File: src/rtl/spnt_pkg.sv
// shared types and constants of the spectral peak note tracker
`default_nettype none
package spnt_pkg;

  localparam int FreqW = 56;

  localparam logic [FreqW-1:0] FoldLow  = 56'd1845493760;
  localparam logic [FreqW-1:0] FoldHigh = 56'd44241861775;
  localparam logic [15:0] CountMax = 16'hFFFF;

  localparam logic [6:0] NoteRest = 7'd0;
  localparam logic [6:0] NoteBase = 7'd24;

  localparam logic CfgNoiseFloor = 1'b0;
  localparam logic CfgBinWidth   = 1'b1;

  typedef enum logic [3:0] {
    ST_IDLE, ST_MUL, ST_FREQ, ST_LOAD1, ST_FOLD1, ST_OCT1, ST_CNT1,
    ST_LOAD2, ST_FOLD2, ST_OCT2, ST_CNT2, ST_DECIDE
  } state_t;

  typedef struct packed {
    logic mul;
    logic freq;
    logic load;
    logic fold;
    logic oct;
    logic cnt;
    logic save1;
    logic decide;
  } cmd_t;

  typedef struct packed {
    logic fold_done;
    logic oct_done;
    logic emit;
    logic out_busy;
  } sts_t;

  function automatic logic [FreqW-1:0] note_edge(input logic [3:0] m);
    logic [FreqW-1:0] e;
    unique case (m)
      4'd0: e = 56'd1899570854;
      4'd1: e = 56'd2012525215;
      4'd2: e = 56'd2132196192;
      4'd3: e = 56'd2258983176;
      4'd4: e = 56'd2393309305;
      4'd5: e = 56'd2535622882;
      4'd6: e = 56'd2686398865;
      4'd7: e = 56'd2846140454;
      4'd8: e = 56'd3015380773;
      4'd9: e = 56'd3194684644;
      4'd10: e = 56'd3384650479;
      default: e = 56'd3585912270;
    endcase
    return e;
  endfunction

endpackage
`default_nettype wire

File: src/rtl/spnt_ctrl.sv
// controller sequencing the frame-end note search
`default_nettype none
module spnt_ctrl (
  input  wire logic            clk,
  input  wire logic            rst_n,
  input  wire logic            start,
  input  wire spnt_pkg::sts_t  sts,
  output spnt_pkg::cmd_t       cmd,
  output logic                 busy
);
  spnt_pkg::state_t state_r, state_nxt;

  always_ff @(posedge clk) begin
    if (!rst_n) state_r <= spnt_pkg::ST_IDLE;
    else state_r <= state_nxt;
  end

  always_comb begin
    state_nxt = state_r;
    unique case (state_r)
      spnt_pkg::ST_IDLE:  if (start) state_nxt = spnt_pkg::ST_MUL;
      spnt_pkg::ST_MUL:   state_nxt = spnt_pkg::ST_FREQ;
      spnt_pkg::ST_FREQ:  state_nxt = spnt_pkg::ST_LOAD1;
      spnt_pkg::ST_LOAD1: state_nxt = spnt_pkg::ST_FOLD1;
      spnt_pkg::ST_FOLD1: if (sts.fold_done) state_nxt = spnt_pkg::ST_OCT1;
      spnt_pkg::ST_OCT1:  if (sts.oct_done) state_nxt = spnt_pkg::ST_CNT1;
      spnt_pkg::ST_CNT1:  state_nxt = spnt_pkg::ST_LOAD2;
      spnt_pkg::ST_LOAD2: state_nxt = spnt_pkg::ST_FOLD2;
      spnt_pkg::ST_FOLD2: if (sts.fold_done) state_nxt = spnt_pkg::ST_OCT2;
      spnt_pkg::ST_OCT2:  if (sts.oct_done) state_nxt = spnt_pkg::ST_CNT2;
      spnt_pkg::ST_CNT2:  state_nxt = spnt_pkg::ST_DECIDE;
      // a finished note waits here while the previous one is still unsent
      spnt_pkg::ST_DECIDE:
        if (!(sts.emit && sts.out_busy)) state_nxt = spnt_pkg::ST_IDLE;
      default: state_nxt = spnt_pkg::ST_IDLE;
    endcase
  end

  always_comb begin
    cmd = '0;
    busy = (state_r != spnt_pkg::ST_IDLE);
    unique case (state_r)
      spnt_pkg::ST_MUL:   cmd.mul = 1'b1;
      spnt_pkg::ST_FREQ:  cmd.freq = 1'b1;
      spnt_pkg::ST_LOAD1, spnt_pkg::ST_LOAD2: cmd.load = 1'b1;
      spnt_pkg::ST_FOLD1, spnt_pkg::ST_FOLD2: cmd.fold = 1'b1;
      spnt_pkg::ST_OCT1,  spnt_pkg::ST_OCT2:  cmd.oct = 1'b1;
      spnt_pkg::ST_CNT1: begin
        cmd.cnt = 1'b1;
        cmd.save1 = 1'b1;
      end
      spnt_pkg::ST_CNT2:   cmd.cnt = 1'b1;
      spnt_pkg::ST_DECIDE: cmd.decide = !(sts.emit && sts.out_busy);
      default: ;
    endcase
  end

  a_start_idle: assert property (@(posedge clk) disable iff (!rst_n)
    start |-> state_r == spnt_pkg::ST_IDLE)
    else $error("frame end while search busy");
  a_mul_next: assert property (@(posedge clk) disable iff (!rst_n)
    state_r == spnt_pkg::ST_MUL |=> state_r == spnt_pkg::ST_FREQ)
    else $error("sequence broken");
  a_decide_hold: assert property (@(posedge clk) disable iff (!rst_n)
    (state_r == spnt_pkg::ST_DECIDE && sts.emit && sts.out_busy)
      |=> state_r == spnt_pkg::ST_DECIDE)
    else $error("result dropped");
endmodule
`default_nettype wire

File: config.mk
export PLATFORM = sky130hd
export DESIGN_NAME = spnt_ctrl
export DESIGN_NICKNAME = d
export VERILOG_FILES = /design/src/rtl/spnt_pkg.sv /design/src/rtl/spnt_ctrl.sv
export SDC_FILE = /design/constraint.sdc
export NUM_CORES = 1
export LEC_CHECK = 0
export BUFFER_PORTS_ARGS = -buffer_cell sky130_fd_sc_hd__buf_4
export CAP_MARGIN = 20
export CORE_AREA = 2 2 39 41
export CTS_BUF_LIST = sky130_fd_sc_hd__clkbuf_4 sky130_fd_sc_hd__clkbuf_8
export DETAILED_ROUTE_END_ITERATION = 10
export DIE_AREA = 0 0 41 43
export PLACE_DENSITY = 0.52
export SYNTH_ARGS = -nofsm -noshare
export SYNTH_HDL_FRONTEND = slang
export SYNTH_SLANG_ARGS = --single-unit
File: constraint.sdc
create_clock -name clk -period 1.7 [get_ports clk]
set_clock_uncertainty 0.1 [all_clocks]
set_input_delay 0.255 -clock clk [delete_from_list [all_inputs] [get_ports clk]]
set_output_delay 0.255 -clock clk [all_outputs]
set_load 0.02 [all_outputs]
==> flow_summary.yaml <==
sta:
  finalWorstSetupSlack_ns: 0.02958
  fin_crit_ns: 1.670
  min_period_over_period: 0.9826
  hold_viol_final: 0
  setup-violations-final: 0
  timing.hold.ws_ns: 0.1646
  slew_headroom: 0.7894
  worstMarginPinSlew_ns: 0.3137
  fmaxAchievable_mhz: 598.7
  slew_viol_final: 0
pwr:
  vdd_drop_max_mv: 0.2418
  netSwitchingFraction: 0.3348
  p_leak_uw: 0.0002272
  power_switching_uw: 131.6
  clkPwrFrac: 0.315
  intPower_uw: 261.5
  powerDensity_mw_per_mm2: 741.0
  seqPwrFrac: 0.310
  share_comb_of_total_power: 0.374
setup_path:
  worstPathMaxFanout: 9
  end_kind: "output port"
  crit_arrival_ns: 1.32
  crit_type: "reg -> out"
  startpoint_type: "register"
  cp_data_required_time_ns: 1.34
logic_synthesis:
  ys.flop_type: "dfxtp_1"
  synth_cells: 45
  yosysSeqAreaShare: 0.2443
  synthesis.area_um2: 327.8
  yosysWarnings: 0
  synth_nets: 52
  synth_edf_count: 0
  syn_area_per_cell_um2: 7.285
  async_flop_share: 0
  ys_seq_elements: 4
  synth.distinct_cells: 23
worst_hold_path:
  hp-class: "in -> reg"
finish:
  drive_gt1_frac: 0.4603
  final_util: 0.3834
  largest-register: "state_r"
  largestRegisters: "state_r: 4 flops"
  final_area_um2: 530.5
  nets: 72
  fillers: 146
  areaGrowthSynthToFinish_pct: 61.83
  antenna_cells: 0
  layout.cells.non_filler: 79
  largest_register_ffs: 4
place:
  dp_hpwl_um: 655.6
  placed_area_um2: 493.0
  io_buffers: 15
  placed_cells: 76
  gp_congestion: 0.7267
  place_ws_ns: 0.2114
clock_tree:
  cts_tree: "done"
  clkSinkCount: 4
  htreeDepth: 1
  hold_buffers: 0
  cts_buffer_depth: 2
  clkTransAtPathRegs_ns: 0.04
  numCtsBuffers: 3
  clk_latency_ns: 0.24
  cts_root_buffer: "clkbuf_4"
route:
  firstDrtPassIters: 4
  drt_wl_total_um: 897
  drc: 0
  wire_per_inst_um: 11.35
  viasPerCell: 4.873
  vias: 385
  drtIter0Drc: 6
  postRouteAntennaNets: 0
grt:
  grt_use_total: 0.1224
  grt_max_degree: 13
  antenna_found_initial: 0
  gr-total-overflow: 0
  grt_pass1_wl_um: 1407
  grt_pass1_vias: 331
floorplanning:
  die_area_mm2: 0.001763
  dieHeight_um: 43
  core_mm2: 0.001384
  die_x_um: 41
  io_pins: 16
  start_util: 0.2369
  std_cell_rows: 14
job:
  drv_cap: 0
status:
  status: "completed"
logic make-up (layout without fill, tap and decap cells):
kind of cell	Yosys count	after routing	synth area share
AND/OR/NAND/NOR	28	28	0.5153
AO/OA/AOI/OAI	7	7	0.1374
flip-flops	4	4	0.2443
buffers and inverters	4	22	0.04960
XOR/XNOR	2	2	0.05344
critical path, stage by stage (launching register included):
cell     delay, ns
dfxtp_4       0.36
buf_6         0.14
or4_1         0.42
buf_6         0.15
worst paths after layout:
check | from | endpoint | cells after the start | slack, ns
setup / recovery | state_r[0]$_SDFFE_PN0P_ | busy | 3 | 0.03
hold / removal | rst_n | state_r[3]$_SDFFE_PN0P_ | 2 | 0.16
setup reg to reg | state_r[3]$_SDFFE_PN0P_ | state_r[0]$_SDFFE_PN0P_ | 4 | 0.26
hold reg to reg | state_r[3]$_SDFFE_PN0P_ | state_r[2]$_SDFFE_PN0P_ | 1 | 0.44
power by group through the flow:
stage	clock, µW	sequential (µW)	combinational (µW)
after global placement	0	120	141
final	124	122	147
after CTS	128	120	140
after floorplan	0	114	88.6
after detailed placement	0	121	140
after global routing	134	125	159
synth_stat cells, types with 2 or more instances:
cell      number  area share
nor3b_1        3       0.069
o21ai_0        2       0.031
nand2_1        6       0.069
or4_1          2       0.046
nor4b_1        2       0.053
dfxtp_1        4        0.24
nor2_1         3       0.034
nor2b_1        4       0.076
a21oi_1        2       0.031
clkbuf_1       3       0.034
nor3_1         2       0.031
placed cells by master, fill, tap and decap left out, drive strengths merged, types with 2 or more instances in the layout:
master  count
buf        19
or4         2
o21ai       2
nor4b       2
dfxtp       4
nand2       6
nor2        3
clkbuf      3
nor3        2
nor2b       4
nor3b       3
a21oi       2
what timing repair did:
item | CTS | global route
endpoints found under the setup margin | 1 | 4
buffers inserted | 0 | 0
endpoints found under the hold margin | 0 | 0
gates resized for setup | 2 | 5
metal layers:
layer | GRT usage | vias to the layer above | part of all wire
met3 | 0.05236 | 2 | 0.085
met5 | 0 | - | 0
met2 | 0.1656 | 14 | 0.44
met1 | 0.1410 | 167 | 0.46
li1 | - | 202 | -
met4 | 0.1000 | 0 | 0.011
final cells by class:
cell class / count / area, µm² / share of cell area
Multi-Input combinational cell: 37 / 250.2 / 0.4717
Clock buffer: 3 / 22.52 / 0.04245
Tap cell: 16 / 20.02 / 0.03774
Sequential cell: 4 / 87.58 / 0.1651
Timing Repair Buffer: 19 / 150.1 / 0.2830
stage by stage:
step                   TNS, ns  total power [µW]
finish                       0             393.1
global route        -0.0009166             418.8
CTS                          0             388.6
detailed placement           0             261.1
global placement             0             261.5
floorplan                    0             202.4
(Power assumes the default switching activity.)
